===== config.mk =====
export PLATFORM = sky130hd
export DESIGN_NAME = blink_expression_sequencer_unit_flat
export DESIGN_NICKNAME = d
export VERILOG_FILES = /design/src/hdl/bes_pkg.sv /design/src/hdl/bes_if.sv /design/src/hdl/blink_expression_sequencer_unit.sv /design/src/hdl/bes_datapath.sv /design/src/hdl/bes_controller.sv /design/src/flat_wrapper.sv
export SDC_FILE = /design/constraint.sdc
export NUM_CORES = 1
export LEC_CHECK = 0
export ABC_AREA = 1
export ABC_CLOCK_PERIOD_IN_PS = 6700
export BUFFER_PORTS_ARGS = -buffer_cell sky130_fd_sc_hd__buf_2
export CAP_MARGIN = 20
export CORE_ASPECT_RATIO = 1.2
export CORE_MARGIN = 4
export CORE_UTILIZATION = 45
export DETAILED_ROUTE_END_ITERATION = 10
export GPL_TIMING_DRIVEN = 0
export PLACE_DENSITY = 0.64
export SETUP_SLACK_MARGIN = 0.4
export SKIP_LAST_GASP = 1
export SYNTH_ARGS = -nofsm -noshare
export SYNTH_HDL_FRONTEND = slang
export SYNTH_SLANG_ARGS = --single-unit

===== constraint.sdc =====
create_clock -name clk -period 6.7 [get_ports clk]
set_input_delay 0.335 -clock clk [delete_from_list [all_inputs] [get_ports clk]]
set_output_delay 0.335 -clock clk [all_outputs]
set_load 0.1 [all_outputs]

===== src/hdl/bes_pkg.sv =====
`timescale 1ns / 1ps

package bes_pkg;

	localparam int unsigned WORD_W    = 32;
	localparam int unsigned CFG_T_W   = 16;
	localparam int unsigned CFG_IDX_W = 3;
	localparam int unsigned EXPR_W    = 3;
	// The remainder stays below the divisor, which is at most 2^CFG_T_W.
	localparam int unsigned REM_W     = CFG_T_W;
	localparam int unsigned DIV_W     = CFG_T_W + 1;
	localparam int unsigned BIT_CNT_W = $clog2(WORD_W);

	localparam logic [WORD_W-1:0] SEED_FALLBACK = 32'h2545F491;

	localparam int unsigned XS_A = 13;
	localparam int unsigned XS_B = 17;
	localparam int unsigned XS_C = 5;

	localparam logic [CFG_IDX_W-1:0] CFG_SEED    = 3'd0;
	localparam logic [CFG_IDX_W-1:0] CFG_SPLASH  = 3'd1;
	localparam logic [CFG_IDX_W-1:0] CFG_BLINK   = 3'd2;
	localparam logic [CFG_IDX_W-1:0] CFG_GAP_MIN = 3'd3;
	localparam logic [CFG_IDX_W-1:0] CFG_GAP_MAX = 3'd4;

	localparam logic [CFG_T_W-1:0] SPLASH_RST  = 16'd1500;
	localparam logic [CFG_T_W-1:0] BLINK_RST   = 16'd150;
	localparam logic [CFG_T_W-1:0] GAP_MIN_RST = 16'd2000;
	localparam logic [CFG_T_W-1:0] GAP_MAX_RST = 16'd6000;

	typedef enum logic [EXPR_W-1:0] {
		EXPR_IDLE   = 3'd0,
		EXPR_BLINK  = 3'd1,
		EXPR_PAUSED = 3'd2,
		EXPR_SPLASH = 3'd3,
		EXPR_ERROR  = 3'd4
	} expr_t;

	typedef struct packed {
		logic load_in;
		logic decide;
		logic gen_step;
		logic div_init;
		logic div_step;
		logic add_deadline;
		logic check;
		logic emit;
	} bes_cmd_t;

	typedef struct packed {
		logic       is_start;
		logic [1:0] plans;
		logic       defer;
		logic       out_free;
	} bes_sts_t;

	function automatic logic [WORD_W-1:0] xorshift_step(input logic [WORD_W-1:0] x);
		logic [WORD_W-1:0] a;
		logic [WORD_W-1:0] b;
		a = x ^ (x << XS_A);
		b = a ^ (a >> XS_B);
		return b ^ (b << XS_C);
	endfunction

	// A deadline counts as reached when now is less than half the time range past it.
	function automatic logic deadline_passed(input logic [WORD_W-1:0] now,
		input logic [WORD_W-1:0] when);
		logic [WORD_W-1:0] diff;
		diff = now - when;
		return ~diff[WORD_W-1];
	endfunction

endpackage


===== src/hdl/bes_if.sv =====
`timescale 1ns / 1ps

interface bes_in_if import bes_pkg::*; ();
	logic              valid;
	logic              ready;
	logic              op;
	logic [WORD_W-1:0] now_time;
	logic              storage_ok;
	logic              is_playing;

	modport source (output valid, op, now_time, storage_ok, is_playing, input ready);
	modport sink (input valid, op, now_time, storage_ok, is_playing, output ready);
endinterface

interface bes_out_if import bes_pkg::*; ();
	logic              valid;
	logic              ready;
	logic [EXPR_W-1:0] expression;

	modport source (output valid, expression, input ready);
	modport sink (input valid, expression, output ready);
endinterface

interface bes_cfg_if import bes_pkg::*; ();
	logic                 valid;
	logic                 ready;
	logic [CFG_IDX_W-1:0] index;
	logic [WORD_W-1:0]    data;

	modport source (output valid, index, data, input ready);
	modport sink (input valid, index, data, output ready);
endinterface


===== src/hdl/blink_expression_sequencer_unit.sv =====
`timescale 1ns / 1ps

// Channel  Dir  Words                                       Handshake
// in_ch    in   op, now_time, storage_ok, is_playing        valid/ready
// out_ch   out  expression                                  valid/ready
// cfg_ch   in   index, data (seed, splash, blink, gap min/max) valid/ready, ready always high
//
// One word is worked on at a time. After acceptance an item is decided; then the generator
// advances once or twice, the 32-step bit-serial remainder by the gap span sets a new gap, the
// deadline is added, and the blink check runs once more when it waits for that new deadline.
// An already decided item goes straight to its result. A start word gives no result.
// Reset loads the register defaults and the fallback seed. A stalled result waits in the
// output register; the next word is still taken, and its result waits until that moves.

module blink_expression_sequencer_unit import bes_pkg::*; (
	input logic     clk,
	input logic     arst_n,
	bes_in_if.sink  in_ch,
	bes_out_if.source out_ch,
	bes_cfg_if.sink cfg_ch
);

	bes_cmd_t cmd;
	bes_sts_t sts;

	assign cfg_ch.ready = 1'b1;

	bes_controller u_ctrl (
		.clk      (clk),
		.arst_n   (arst_n),
		.in_valid (in_ch.valid),
		.in_ready (in_ch.ready),
		.sts      (sts),
		.cmd      (cmd)
	);

	bes_datapath u_dp (
		.clk        (clk),
		.arst_n     (arst_n),
		.cmd        (cmd),
		.sts        (sts),
		.op         (in_ch.op),
		.now_time   (in_ch.now_time),
		.storage_ok (in_ch.storage_ok),
		.is_playing (in_ch.is_playing),
		.cfg_we     (cfg_ch.valid),
		.cfg_index  (cfg_ch.index),
		.cfg_data   (cfg_ch.data),
		.out_ready  (out_ch.ready),
		.out_valid  (out_ch.valid),
		.expression (out_ch.expression)
	);

	a_start_silent: assert property (@(posedge clk) disable iff (!arst_n)
		cmd.emit |-> !sts.is_start)
		else $error("start word produced a result");

	a_decide_follows: assert property (@(posedge clk) disable iff (!arst_n)
		cmd.load_in |=> cmd.decide)
		else $error("accepted word not decided in the next cycle");

	a_step_before_div: assert property (@(posedge clk) disable iff (!arst_n)
		cmd.div_init |-> $past(cmd.gen_step))
		else $error("remainder started without a fresh generator step");

	a_expr_range: assert property (@(posedge clk) disable iff (!arst_n)
		cmd.emit |=> (out_ch.expression == EXPR_IDLE || out_ch.expression == EXPR_BLINK
			|| out_ch.expression == EXPR_PAUSED || out_ch.expression == EXPR_SPLASH
			|| out_ch.expression == EXPR_ERROR))
		else $error("expression code out of range");

endmodule


===== src/hdl/bes_datapath.sv =====
`timescale 1ns / 1ps

module bes_datapath import bes_pkg::*; (
	input  logic                 clk,
	input  logic                 arst_n,
	input  bes_cmd_t             cmd,
	output bes_sts_t             sts,
	input  logic                 op,
	input  logic [WORD_W-1:0]    now_time,
	input  logic                 storage_ok,
	input  logic                 is_playing,
	input  logic                 cfg_we,
	input  logic [CFG_IDX_W-1:0] cfg_index,
	input  logic [WORD_W-1:0]    cfg_data,
	input  logic                 out_ready,
	output logic                 out_valid,
	output logic [EXPR_W-1:0]    expression
);

	logic [WORD_W-1:0]  seed_q;
	logic [CFG_T_W-1:0] splash_time_q;
	logic [CFG_T_W-1:0] blink_time_q;
	logic [CFG_T_W-1:0] gap_min_q;
	logic [CFG_T_W-1:0] gap_max_q;

	logic               op_q;
	logic [WORD_W-1:0]  now_q;
	logic               ok_q;
	logic               playing_q;

	logic [WORD_W-1:0]  random_q;
	logic [WORD_W-1:0]  next_q;
	logic [WORD_W-1:0]  blink_end_q;
	logic [WORD_W-1:0]  splash_end_q;
	logic               splash_on_q;
	logic               blink_on_q;
	logic               prev_ok_q;
	expr_t              expr_q;
	logic               defer_q;

	logic [WORD_W-1:0]  dividend_q;
	logic [REM_W-1:0]   rem_q;
	logic [DIV_W-1:0]   divisor_q;

	logic               out_valid_q;
	logic [EXPR_W-1:0]  out_expr_q;

	logic               rise;
	logic               splash_act;
	logic               splash_over;
	logic               d_splash_on;
	logic               d_blink_on;
	logic               d_blink_set;
	logic               d_defer;
	logic [1:0]         d_plans;
	expr_t              d_expr;
	logic [CFG_T_W-1:0] gap_hi;
	logic [DIV_W-1:0]   shifted;
	logic [WORD_W-1:0]  blink_end_new;

	always_ff @(posedge clk or negedge arst_n) begin
		if (!arst_n) begin
			seed_q        <= '0;
			splash_time_q <= SPLASH_RST;
			blink_time_q  <= BLINK_RST;
			gap_min_q     <= GAP_MIN_RST;
			gap_max_q     <= GAP_MAX_RST;
		end else if (cfg_we) begin
			case (cfg_index)
				CFG_SEED:    seed_q        <= cfg_data;
				CFG_SPLASH:  splash_time_q <= cfg_data[CFG_T_W-1:0];
				CFG_BLINK:   blink_time_q  <= cfg_data[CFG_T_W-1:0];
				CFG_GAP_MIN: gap_min_q     <= cfg_data[CFG_T_W-1:0];
				CFG_GAP_MAX: gap_max_q     <= cfg_data[CFG_T_W-1:0];
				default: ;
			endcase
		end
	end

	always_ff @(posedge clk) begin
		if (cmd.load_in) begin
			op_q      <= op;
			now_q     <= now_time;
			ok_q      <= storage_ok;
			playing_q <= is_playing;
		end
	end

	assign blink_end_new = now_q + WORD_W'(blink_time_q);

	always_comb begin
		rise        = ok_q & ~prev_ok_q;
		splash_act  = splash_on_q | rise;
		// A splash that starts now has ended already only when its length is zero.
		splash_over = rise ? (splash_time_q == '0) : deadline_passed(now_q, splash_end_q);
		d_splash_on = splash_on_q;
		d_blink_on  = blink_on_q;
		d_blink_set = 1'b0;
		d_defer     = 1'b0;
		d_plans     = 2'd0;
		d_expr      = EXPR_IDLE;
		if (op_q) begin
			d_plans = 2'd1;
		end else if (!ok_q) begin
			d_splash_on = 1'b0;
			d_blink_on  = 1'b0;
			d_plans     = 2'd1;
			d_expr      = EXPR_ERROR;
		end else if (splash_act && !splash_over) begin
			d_splash_on = 1'b1;
			d_plans     = 2'd1;
			d_expr      = EXPR_SPLASH;
		end else begin
			d_splash_on = 1'b0;
			if (!playing_q) begin
				d_blink_on = 1'b0;
				d_plans    = splash_act ? 2'd2 : 2'd1;
				d_expr     = EXPR_PAUSED;
			end else if (blink_on_q) begin
				if (deadline_passed(now_q, blink_end_q)) begin
					d_blink_on = 1'b0;
					d_plans    = splash_act ? 2'd2 : 2'd1;
				end else begin
					d_plans = splash_act ? 2'd1 : 2'd0;
					d_expr  = EXPR_BLINK;
				end
			end else if (splash_act) begin
				// The blink check must see the deadline that the splash end plans.
				d_plans = 2'd1;
				d_defer = 1'b1;
			end else if (deadline_passed(now_q, next_q)) begin
				d_blink_on  = 1'b1;
				d_blink_set = 1'b1;
				d_expr      = EXPR_BLINK;
			end
		end
	end

	always_ff @(posedge clk or negedge arst_n) begin
		if (!arst_n) begin
			random_q     <= SEED_FALLBACK;
			next_q       <= '0;
			blink_end_q  <= '0;
			splash_end_q <= '0;
			splash_on_q  <= 1'b0;
			blink_on_q   <= 1'b0;
			prev_ok_q    <= 1'b0;
			expr_q       <= EXPR_IDLE;
			defer_q      <= 1'b0;
		end else if (cmd.decide) begin
			expr_q  <= d_expr;
			defer_q <= d_defer;
			if (op_q) begin
				random_q     <= (seed_q != '0) ? seed_q : SEED_FALLBACK;
				next_q       <= '0;
				blink_end_q  <= '0;
				splash_end_q <= '0;
				splash_on_q  <= 1'b0;
				blink_on_q   <= 1'b0;
				prev_ok_q    <= 1'b0;
			end else begin
				prev_ok_q   <= ok_q;
				splash_on_q <= d_splash_on;
				blink_on_q  <= d_blink_on;
				if (rise) begin
					splash_end_q <= now_q + WORD_W'(splash_time_q);
				end
				if (d_blink_set) begin
					blink_end_q <= blink_end_new;
				end
			end
		end else if (cmd.gen_step) begin
			random_q <= xorshift_step(random_q);
		end else if (cmd.add_deadline) begin
			next_q <= now_q + WORD_W'(gap_min_q) + WORD_W'(rem_q);
		end else if (cmd.check) begin
			if (deadline_passed(now_q, next_q)) begin
				blink_on_q  <= 1'b1;
				blink_end_q <= blink_end_new;
				expr_q      <= EXPR_BLINK;
			end
		end
	end

	assign gap_hi  = (gap_max_q < gap_min_q) ? gap_min_q : gap_max_q;
	assign shifted = {rem_q, dividend_q[WORD_W-1]};

	// Restoring remainder, one dividend bit per step, most significant first.
	always_ff @(posedge clk) begin
		if (cmd.div_init) begin
			dividend_q <= random_q;
			rem_q      <= '0;
			divisor_q  <= DIV_W'(gap_hi - gap_min_q) + DIV_W'(1);
		end else if (cmd.div_step) begin
			dividend_q <= {dividend_q[WORD_W-2:0], 1'b0};
			if (shifted >= divisor_q) begin
				rem_q <= REM_W'(shifted - divisor_q);
			end else begin
				rem_q <= shifted[REM_W-1:0];
			end
		end
	end

	always_ff @(posedge clk or negedge arst_n) begin
		if (!arst_n) begin
			out_valid_q <= 1'b0;
		end else if (cmd.emit) begin
			out_valid_q <= 1'b1;
		end else if (out_ready) begin
			out_valid_q <= 1'b0;
		end
	end

	always_ff @(posedge clk) begin
		if (cmd.emit) begin
			out_expr_q <= expr_q;
		end
	end

	assign out_valid  = out_valid_q;
	assign expression = out_expr_q;

	assign sts.is_start = op_q;
	assign sts.plans    = d_plans;
	assign sts.defer    = defer_q;
	assign sts.out_free = ~out_valid_q | out_ready;

endmodule


===== src/hdl/bes_controller.sv =====
`timescale 1ns / 1ps

module bes_controller import bes_pkg::*; (
	input  logic     clk,
	input  logic     arst_n,
	input  logic     in_valid,
	output logic     in_ready,
	input  bes_sts_t sts,
	output bes_cmd_t cmd
);

	typedef enum logic [7:0] {
		S_IDLE   = 8'b0000_0001,
		S_DECIDE = 8'b0000_0010,
		S_STEP   = 8'b0000_0100,
		S_LOAD   = 8'b0000_1000,
		S_DIV    = 8'b0001_0000,
		S_ADD    = 8'b0010_0000,
		S_CHECK  = 8'b0100_0000,
		S_EMIT   = 8'b1000_0000
	} state_t;

	state_t               state_q;
	state_t               state_d;
	logic [1:0]           plans_q;
	logic [BIT_CNT_W-1:0] bit_q;

	always_comb begin
		state_d = state_q;
		cmd     = '0;
		case (state_q)
			S_IDLE: begin
				cmd.load_in = in_valid;
				if (in_valid) begin
					state_d = S_DECIDE;
				end
			end
			S_DECIDE: begin
				cmd.decide = 1'b1;
				state_d    = (sts.plans == 2'd0) ? S_EMIT : S_STEP;
			end
			S_STEP: begin
				cmd.gen_step = 1'b1;
				state_d      = (plans_q == 2'd1) ? S_LOAD : S_STEP;
			end
			S_LOAD: begin
				cmd.div_init = 1'b1;
				state_d      = S_DIV;
			end
			S_DIV: begin
				cmd.div_step = 1'b1;
				if (bit_q == BIT_CNT_W'(WORD_W - 1)) begin
					state_d = S_ADD;
				end
			end
			S_ADD: begin
				cmd.add_deadline = 1'b1;
				if (sts.defer) begin
					state_d = S_CHECK;
				end else if (sts.is_start) begin
					state_d = S_IDLE;
				end else begin
					state_d = S_EMIT;
				end
			end
			S_CHECK: begin
				cmd.check = 1'b1;
				state_d   = S_EMIT;
			end
			S_EMIT: begin
				cmd.emit = sts.out_free;
				if (sts.out_free) begin
					state_d = S_IDLE;
				end
			end
			default: begin
				state_d = S_IDLE;
			end
		endcase
	end

	always_ff @(posedge clk or negedge arst_n) begin
		if (!arst_n) begin
			state_q <= S_IDLE;
			plans_q <= 2'd0;
			bit_q   <= '0;
		end else begin
			state_q <= state_d;
			if (cmd.decide) begin
				plans_q <= sts.plans;
			end else if (cmd.gen_step) begin
				plans_q <= plans_q - 2'd1;
			end
			if (cmd.div_init) begin
				bit_q <= '0;
			end else if (cmd.div_step) begin
				bit_q <= bit_q + BIT_CNT_W'(1);
			end
		end
	end

	assign in_ready = (state_q == S_IDLE);

endmodule

===== src/flat_wrapper.sv =====
// flat-port wrapper written by rule: the top's interface ports become plain ports
module blink_expression_sequencer_unit_flat import bes_pkg::*;
  (clk, arst_n, in_ch_valid, in_ch_op, in_ch_now_time, in_ch_storage_ok, in_ch_is_playing, in_ch_ready, out_ch_valid, out_ch_expression, out_ch_ready, cfg_ch_valid, cfg_ch_index, cfg_ch_data, cfg_ch_ready);
  bes_in_if in_ch_i ();
  bes_out_if out_ch_i ();
  bes_cfg_if cfg_ch_i ();
  input logic clk;
  input logic arst_n;
  input wire logic [$bits(in_ch_i.valid)-1:0] in_ch_valid;
  input wire logic [$bits(in_ch_i.op)-1:0] in_ch_op;
  input wire logic [$bits(in_ch_i.now_time)-1:0] in_ch_now_time;
  input wire logic [$bits(in_ch_i.storage_ok)-1:0] in_ch_storage_ok;
  input wire logic [$bits(in_ch_i.is_playing)-1:0] in_ch_is_playing;
  output wire logic [$bits(in_ch_i.ready)-1:0] in_ch_ready;
  output wire logic [$bits(out_ch_i.valid)-1:0] out_ch_valid;
  output wire logic [$bits(out_ch_i.expression)-1:0] out_ch_expression;
  input wire logic [$bits(out_ch_i.ready)-1:0] out_ch_ready;
  input wire logic [$bits(cfg_ch_i.valid)-1:0] cfg_ch_valid;
  input wire logic [$bits(cfg_ch_i.index)-1:0] cfg_ch_index;
  input wire logic [$bits(cfg_ch_i.data)-1:0] cfg_ch_data;
  output wire logic [$bits(cfg_ch_i.ready)-1:0] cfg_ch_ready;
  assign in_ch_i.valid = in_ch_valid;
  assign in_ch_i.op = in_ch_op;
  assign in_ch_i.now_time = in_ch_now_time;
  assign in_ch_i.storage_ok = in_ch_storage_ok;
  assign in_ch_i.is_playing = in_ch_is_playing;
  assign in_ch_ready = in_ch_i.ready;
  assign out_ch_valid = out_ch_i.valid;
  assign out_ch_expression = out_ch_i.expression;
  assign out_ch_i.ready = out_ch_ready;
  assign cfg_ch_i.valid = cfg_ch_valid;
  assign cfg_ch_i.index = cfg_ch_index;
  assign cfg_ch_i.data = cfg_ch_data;
  assign cfg_ch_ready = cfg_ch_i.ready;
  blink_expression_sequencer_unit u_core (.clk(clk), .arst_n(arst_n), .in_ch(in_ch_i), .out_ch(out_ch_i), .cfg_ch(cfg_ch_i));
endmodule

After elaboration in Yosys (flattened, before gate mapping)
Index checks and enable logic that the tools add are counted.
{ "word_totals": {"elab_cells": 189, "latchBits": 0, "mem_count": 0, "in_bits": 75, "ram_bits": 0, "romBits": 0, "ff_bits": 350, "output_inout_bits": 6} }
{ "op_classes": {"n_div": 0, "n_mux": 93, "shifts": 0, "order_cmp": 2, "addsub": 12, "bitwise_logic": 9, "multipliers": 0, "n_reduce_logical": 24, "n_eq_ne": 23} }
{ "ops": {"columns": ["op", "n"], "rows": [
  ["32-bit 2-to-1 mux", 19],
  ["32-bit by 16-bit adder with 32-bit output", 4],
  ["32-bit subtractor", 3],
  ["8-bit case mux with 8 select lines", 1],
  ["32-bit XOR", 2],
  ["8-bit 2-to-1 mux", 6],
  ["1-bit 2-to-1 mux", 43],
  ["16-bit 2-to-1 mux", 2],
  ["32-bit nonzero test", 1],
  ["32-bit by 15-bit XOR with 32-bit output", 1],
  ["3-bit 2-to-1 mux", 10],
  ["2-bit 2-to-1 mux", 9],
  ["17-bit by 1-bit adder with 17-bit output, second input constant", 1],
  ["17-bit >= comparator", 1],
  ["16-bit by 16-bit subtractor with 17-bit output", 1],
  ["16-bit zero test", 1],
  ["16-bit < comparator", 1],
  ["16-bit subtractor", 1],
  ["2-bit AND reduction", 7],
  ["2-bit nonzero test", 6],
  ["5-bit 2-to-1 mux", 2],
  ["5-bit AND reduction", 2],
  ["8-bit by 1-bit equality test with 1-bit output, second input constant", 1],
  ["8-bit by 2-bit equality test with 1-bit output, second input constant", 1],
  ["27 further kinds", 37]
]} }

Depth between registers and ports, before layout
Gate-level depths: netlist of run 1.
{ "logic_depth": {"ltp_word": 13, "ltp_mapped": 25, "mapped_depth_nobuf": 25} }

Modules after synthesis
Synthesis of run 1 repeated with hierarchy kept, for this count alone.
{ "hier_totals": {"hier_cells": 2831, "hier_area_um2": 23107.2} }
{ "by_module_without_submodules": {"columns": ["mod", "area_each_um2", "n_inst", "cells_per_inst", "seq_area_each_um2"], "rows": [
  ["bes_datapath", 22128.7, 1, 2710, 8785.9],
  ["bes_controller", 967.2, 1, 119, 376.6],
  ["blink_expression_sequencer_unit", 11.3, 1, 2, 0.0]
]} }

Worst setup path after synthesis of run 1
No wires, ideal clock.
{ "synth_timing": {"path_type": "register to register", "startpoint": "register u_core.u_dp.gap_min_q[7]", "endpoint": "register u_core.u_dp.divisor_q[13] (data pin)", "setup_time_ns": 0.259, "arrival_ns": 3.544, "required_time_ns": 6.441, "stages_incl_launch_ff": 26, "n_path_buf": 1, "synth_period_minus_slack_ns": 3.803, "setup_slack_ns": 2.897, "path_cell_list": "dfstp_2 inv_1 ha_1 nand2_1 inv_1 nand3_1 a21oi_1 o211ai_1 nand2_1 clkbuf_1 a21oi_1 ha_1 inv_1 ha_1 fa_1 nand3_1 nand2_1 nand2_1 nand2_1 a21oi_1 o21ai_0 nand3_1 nand2_1 nand2_1 nand2_1 xor2_1"} }
{ "synth_between": {"elab_chain_len": 4} }
{ "synth_rtl": {"columns": ["item", "line_no", "text"], "rows": [
  ["start, declared", "bes_datapath.sv:23", "logic [CFG_T_W-1:0] gap_min_q;"],
  ["start signal, assigned", "bes_datapath.sv:73", "CFG_GAP_MIN: gap_min_q <= cfg_data[CFG_T_W-1:0];"],
  ["16-bit < comparator", "bes_datapath.sv:185", "assign gap_hi = (gap_max_q < gap_min_q) ? gap_min_q : gap_max_q;"],
  ["16-bit 2-to-1 mux", "bes_datapath.sv:185", null],
  ["16-bit by 16-bit subtractor with 17-bit output (*)", "bes_datapath.sv:193", "divisor_q <= DIV_W'(gap_hi - gap_min_q) + DIV_W'(1);"],
  ["17-bit by 1-bit adder with 17-bit output (*)", "bes_datapath.sv:193", null],
  ["end signal, assigned", "bes_datapath.sv:193", null],
  ["end, declared", "bes_datapath.sv:43", "logic [DIV_W-1:0] divisor_q;"]
]} }
Every way passes the cells marked *; elsewhere a longest branch is shown, timed or not.
A chain may end at the register's enable or synchronous reset.

Worst setup path in the final report of run 1
{ "layout_timing": {"startpoint": "register u_core.u_dp.gap_min_q[11]", "endpoint": "register u_core.u_dp.divisor_q[13] (data pin)"} }
The elaborated chain is that of the path after synthesis.

==> run metrics, run 1 <==
run status=finished, final reports clean; Hold Fails Final Rpt=0; Post-Synthesis Cells=2,837; Die W=214 um; later-pin clock latency in the skew report=0.58 ns; worst clock skew=0.0256 ns; RSZ-0062 raised after global routing=no; Worst-Margin Slew=1.05 ns; std cell rows=90; area post-placement=0.0242 sq mm; layout cells sized above 1=9.32%; drt via density=5.44; TritonCTS buffer count=39; clock buffer depth=3; Period minus WS final=4.63 ns; I/O pins=81; Max Slew Vio Count=0; Main synth FF type=dfrtp_1; worst setup path category=reg -> reg; WL per Instance=18.9 um; final setup TNS=0 ns; Leak=12.6 nW; CP Data Required Time=7.00 ns; commonest cells after routing, fill and taps aside=nand2_1 (743), inv_1 (359), o21ai_0 (209); Post-synth EDFFs=87; part of the Yosys area used for sequential elements=40.0%; Nets=3,316; Die Ht=255 um; post-synth top area share=22.7%; crit start category=flop; CTS H-Tree Depth=2; Die ar.=0.0545 sq mm; gr usage total=25.7%; synth top area cells=dfrtp_1 (23%), nand2_1 (12%), edfxtp_1 (11%); worst hold path type=in -> reg; final setup vio count=0; syn avg cell area=8.07 sq um; synth-to-layout area growth=13.7%; clock-pin slew on the worst setup and hold paths=0.06 ns; first drt pass iteration count=5; antenna violations before repair=0; Initial Util=45.5%; commonest non-fill, non-tap cell in the layout=nand2_1; worst hold margin=0.0484 ns; post-CTS sizing=0; Root Driver=clkbuf_16; Routed WL=69,900 um; Max Cap Viol=0; Vias=20,067; CP Max Fanout=10; Core Footprint=0.0503 sq mm; GPL Wtd Cong=0.950; Final Util=51.7%; ys async rst share=70.6%; max_slew headroom=30.3%; highest clock rate=216 MHz; Arr. time, crit path=4.94 ns; vias in the first global route=19,724; Tcrit/Tclk final=69.2%; filler cell count=4,798; post-synthesis cell area=0.0229 sq mm; # DRC=0; Max VDD drop=285 uV; Routed Antenna Nets=0; Pwr per Cell Area=387 mW/mm^2; Post-DP HPWL=54,300 um; Critical Path End Type=flop; clock tree from TritonCTS=yes; post-route cell area=0.0260 sq mm; GRT Residual Overflow=0; synth unique cells=62; pin count of the biggest net entering global routing=129; first-pass GRT wire length=109,000 um; I/O Buffers=79; synthesized flop and latch total=350; Synthesized Nets=3,138; initial DRC count=1,568; clock net sink count=350; largest area contributor in the netlist=dfrtp_1; synth warn=0
## through the flow
step                      total power [mW]  std cells  setup slack, ns
final                                 10.1       3691             2.07
after global routing                  10.9       3690             1.68
after CTS                             10.1       3690             2.08
after detailed placement              7.85       3565             2.08
after global placement                7.73       3560            0.671
after floorplan                       6.52       2837             2.90
## cell type report
cell class	instances	area (sq um)	share of cell area, %
flip-flops and latches	350	9160	35.2
diodes	1	2.50	0.00962
repair buffers	137	1050	4.05
clock buffers	56	1070	4.13
clock inverters	16	199	0.764
well taps	644	806	3.10
plain buffers	76	385	1.48
inverters	368	1380	5.31
multi-input cells	2043	12000	46.0
## worst paths after layout
kind,cells after the start,slack [ns],endpoint,from
setup / recovery,23,2.07,u_core.u_dp.divisor_q[13],u_core.u_dp.gap_min_q[11]
setup reg to reg,23,2.07,u_core.u_dp.divisor_q[13],u_core.u_dp.gap_min_q[11]
min in group asynchronous,2,0.20,u_core.u_dp.next_q[11],arst_n
max in group asynchronous,3,5.66,u_core.u_dp.gap_max_q[0],arst_n
hold reg to reg,0,0.45,u_core.u_dp.expression[0],u_core.u_dp.expr_q[0]
hold / removal,3,0.05,u_core.u_ctrl.state_q[1],in_ch_valid
## cell usage after synthesis, drive strengths merged, types with 6 or more instances
master	n
ha	205
dfrtp	208
or2	17
o21a	7
a21oi	177
o311ai	8
o21ai	228
nand3	142
dfxtp	16
inv	368
mux2	16
fa	21
dfstp	39
nor3	19
nor4	21
a21o	13
edfxtp	87
a31oi	21
buf	34
o31ai	6
nand4	56
o211ai	9
o21bai	8
nor2	160
o22ai	31
xnor2	47
clkbuf	42
nand2	752
xor2	57
## sequential cells by signal (all words and copies together), names as in the netlist, 16 cells and up
name                       count
u_core.u_dp.splash_end_q      32
u_core.u_dp.blink_time_q      16
u_core.u_dp.random_q          32
u_core.u_dp.gap_min_q         16
u_core.u_dp.gap_max_q         16
u_core.u_dp.blink_end_q       32
u_core.u_dp.rem_q             16
u_core.u_dp.seed_q            32
u_core.u_dp.next_q            32
u_core.u_dp.dividend_q        32
u_core.u_dp.divisor_q         17
u_core.u_dp.splash_time_q     16
u_core.u_dp.now_q             32
## critical path: stages (launching register included)
cell	delay [ns]
dfrtp_1	0.63
inv_1	0.17
ha_1	0.33
inv_1	0.06
o31ai_1	0.24
a21oi_1	0.10
nand2_1	0.17
clkbuf_1	0.35
a21oi_1	0.14
ha_1	0.29
inv_1	0.04
ha_1	0.22
fa_1	0.41
nand3_1	0.10
nand2_1	0.08
nand2_1	0.06
nand2_1	0.05
a21oi_1	0.30
o21ai_0	0.19
nand3_1	0.10
nand2_1	0.09
nand2_1	0.07
nand2_1	0.05
xor2_1	0.15
## kinds of logic after synthesis
| group | after synthesis | synth area share, % |
|---|---|---|
| buffers and inverters | 444 | 7.72 |
| xor gates and xnor gates | 104 | 3.98 |
| AOI/OAI and AO/OA | 519 | 12.5 |
| and+or+nand+nor | 1177 | 21.9 |
| muxes | 16 | 0.787 |
| other | 1 | 0.0164 |
| DFF | 350 | 40.0 |
| adders and majority gates | 226 | 13.0 |
## timing repair
action                                 CTS  global route
hold buffers                            53             0
setup buffers                            0             0
endpoints found under the hold margin  173             0
## layer usage
layer | track usage, % | vias up | share of wire, %
met1 | 32.4 | 9507 | 42
li1 | - | 9799 | -
met5 | 0 | - | 0
met3 | 3.19 | 146 | 4.7
met2 | 45.0 | 615 | 49
met4 | 9.69 | 0 | 4.2
## power breakdown
group          internal (mW)  switching (mW)  leakage [nW]
Combinational           1.72            2.82          7.92
Sequential              2.78           0.590          4.01
Clock                   1.25           0.923         0.626
Total                   5.75            4.33          12.6
Note: power is estimated with default switching activity, not from simulation.
==> run 2, diff against run 1 <==
--- a/config.mk
+++ b/config.mk
@@ -6,7 +6,7 @@
 export NUM_CORES = 1
 export LEC_CHECK = 0
 export ABC_AREA = 1
-export ABC_CLOCK_PERIOD_IN_PS = 6700
+export ABC_CLOCK_PERIOD_IN_PS = 4470
 export BUFFER_PORTS_ARGS = -buffer_cell sky130_fd_sc_hd__buf_2
 export CAP_MARGIN = 20
 export CORE_ASPECT_RATIO = 1.2
==> constraint.sdc (replaced) <==
create_clock -name clk -period 4.47 [get_ports clk]
set_input_delay 0.2235 -clock clk [delete_from_list [all_inputs] [get_ports clk]]
set_output_delay 0.2235 -clock clk [all_outputs]
set_load 0.1 [all_outputs]
==> run metrics, run 2 (synthesis gave the netlist of run 1 again) <==
first-pass GRT wire length=109,000 um; TritonCTS buffer count=39; RR Startpoint=u_core.u_dp.gap_min_q[10]; switch share=42.9%; GRT Residual Overflow=0; pin count of the biggest net entering global routing=129; clock net sink count=350; clock buffer depth=3; Core Footprint=0.0503 sq mm; final setup vio count=0; clock-pin slew on the worst setup and hold paths=0.06 ns; Worst-Margin Slew=1.04 ns; Period minus WS final=3.95 ns; commonest non-fill, non-tap cell in the layout=nand2_1; final setup TNS=0 ns; crit start category=flop; CP Max Fanout=10; Routed WL=70,500 um; CP Data Required Time=4.78 ns; Hold Startpoint=cfg_ch_data[0]; register share of total power=32.7%; Leak=12.6 nW; Tcrit/Tclk final=88.4%; Die ar.=0.0545 sq mm; logic gate share of total power=46.0%; max_slew headroom=30.7%; # DRC=0; worst setup path category=reg -> reg; critical path startpoint=u_core.u_dp.gap_min_q[10]; area post-placement=0.0242 sq mm; RSZ-0062 raised after global routing=no; total chip power=15.4 mW; Routed Antenna Nets=0; I/O pins=81; Nets=3,332; antenna violations before repair=0; Root Driver=clkbuf_16; highest clock rate=253 MHz; Vias=20,089; final worst setup slack=0.521 ns; initial DRC count=1,544; later-pin clock latency in the skew report=0.58 ns; switching power=6.59 mW; worst clock skew=0.0260 ns; Critical Path End Type=flop; first drt pass iteration count=5; antenna cells=0; Initial Util=45.5%; Max Cap Viol=0; post-route cell area=0.0263 sq mm; pre-CTS setup slack=-0.147 ns; Pwr per Cell Area=585 mW/mm^2; commonest cells after routing, fill and taps aside=nand2_1 (738), inv_1 (357), o21ai_0 (207); drt via density=5.42; gr usage total=25.7%; worst hold margin=0.0469 ns; clock tree from TritonCTS=yes; WL per Instance=19.0 um; synth-to-layout area growth=14.8%; Hold Fails Final Rpt=0; run status=finished, final reports clean; Max VDD drop=426 uV; Power Internal=8.77 mW; worst hold path type=in -> reg; Post-DP HPWL=54,300 um; Max Slew Vio Count=0; GPL Wtd Cong=0.950; power share of the clock group=21.3%; filler cell count=4,777; layout cells sized above 1=10.7%; Die Ht=255 um; I/O Buffers=79; Arr. time, crit path=4.26 ns; Die W=214 um; vias in the first global route=19,785; std cell rows=90; CTS H-Tree Depth=2
[run 2: cell count changes in the layout (fill, tap and decap cells not counted), moves of 3 or more]
cell / before / now
buf_4: 6 / 19
dfrtp_2: 0 / 8
a21oi_1: 175 / 171
dfrtp_1: 208 / 200
nand2_1: 743 / 738
ha_1: 205 / 202
a21oi_2: 2 / 5
nand2_2: 5 / 10
clkbuf_1: 53 / 50
[run 2: worst paths after layout]
path / slack, ns / cells after the start / to
min in group asynchronous: 0.09 / 2 / u_core.u_dp.next_q[11]
max: 0.52 / 23 / u_core.u_dp.divisor_q[13]
max in group asynchronous: 3.50 / 3 / u_core.u_dp.gap_min_q[15]
min reg2reg: 0.45 / 0 / u_core.u_dp.expression[0]
min: 0.05 / 3 / u_core.u_dp.seed_q[0]
max reg2reg: 0.52 / 23 / u_core.u_dp.divisor_q[13]
[run 2: what timing repair did]
| action | CTS | global route |
|---|---|---|
| setup endpoints to repair | 8 | 6 |
| buffers inserted | 7 | 7 |
| hold endpoints to repair | 265 | 0 |
| hold buffers | 55 | 0 |
| gates resized for setup | 13 | 28 |
| pin swaps | 1 | 10 |
[run 2: area by class of cell]
cell class                      instances  area [sq um]  share of cell area [%]
Buffer                                 76           403                    1.53
Sequential cell                       350          9170                    34.9
Multi-Input combinational cell       2043         12000                    45.9
Timing Repair Buffer                  153          1180                    4.50
Clock buffer                           56          1070                    4.09
Inverter                              368          1380                    5.26
Tap cell                              644           806                    3.07
Clock inverter                         16           199                   0.757
[run 2: stage by stage]
step / instances / util (%)
2_1_floorplan: 2837 / -
3_3_place_gp: 3560 / 47.8
3_5_place_dp: 3565 / 48.1
4_1_cts: 3699 / 51.9
5_1_grt: 3706 / 52.2
6_report: 3706 / 52.2
[run 2: power groups by stage]
stage	registers (mW)	logic, mW	clock network, mW
after floorplan	4.66	5.10	0
final	5.03	7.07	3.26
after global routing	5.09	8.02	3.47
after CTS	5.02	6.85	3.34
after detailed placement	5.09	6.69	0
after global placement	5.09	6.49	0
[run 2: worst max-delay path: stages, from the launching register on]
cell and delay (ns):
dfstp_2 0.57, inv_1 0.09, ha_1 0.28, inv_1 0.06
o31ai_2 0.27, a21oi_1 0.12, nand2_2 0.13, clkbuf_8 0.17
a21oi_1 0.08, ha_1 0.27, inv_1 0.04, ha_2 0.19
fa_2 0.38, nand3_2 0.09, nand2_2 0.07, nand2_2 0.07
nand2_2 0.06, a21oi_4 0.20, o21ai_2 0.10, nand3_1 0.10
nand2_2 0.07, nand2_1 0.06, nand2_1 0.05, xor2_1 0.15
[run 2: routing by layer]
layer / vias up / routed length (um) / part of all wire (%) / global-route usage, %
met5: - / 0 / 0 / 0
met3: 144 / 3420 / 4.8 / 3.18
met4: 0 / 2990 / 4.2 / 9.80
li1: 9831 / - / - / -
met2: 573 / 34800 / 49 / 45.1
met1: 9541 / 29300 / 42 / 32.5
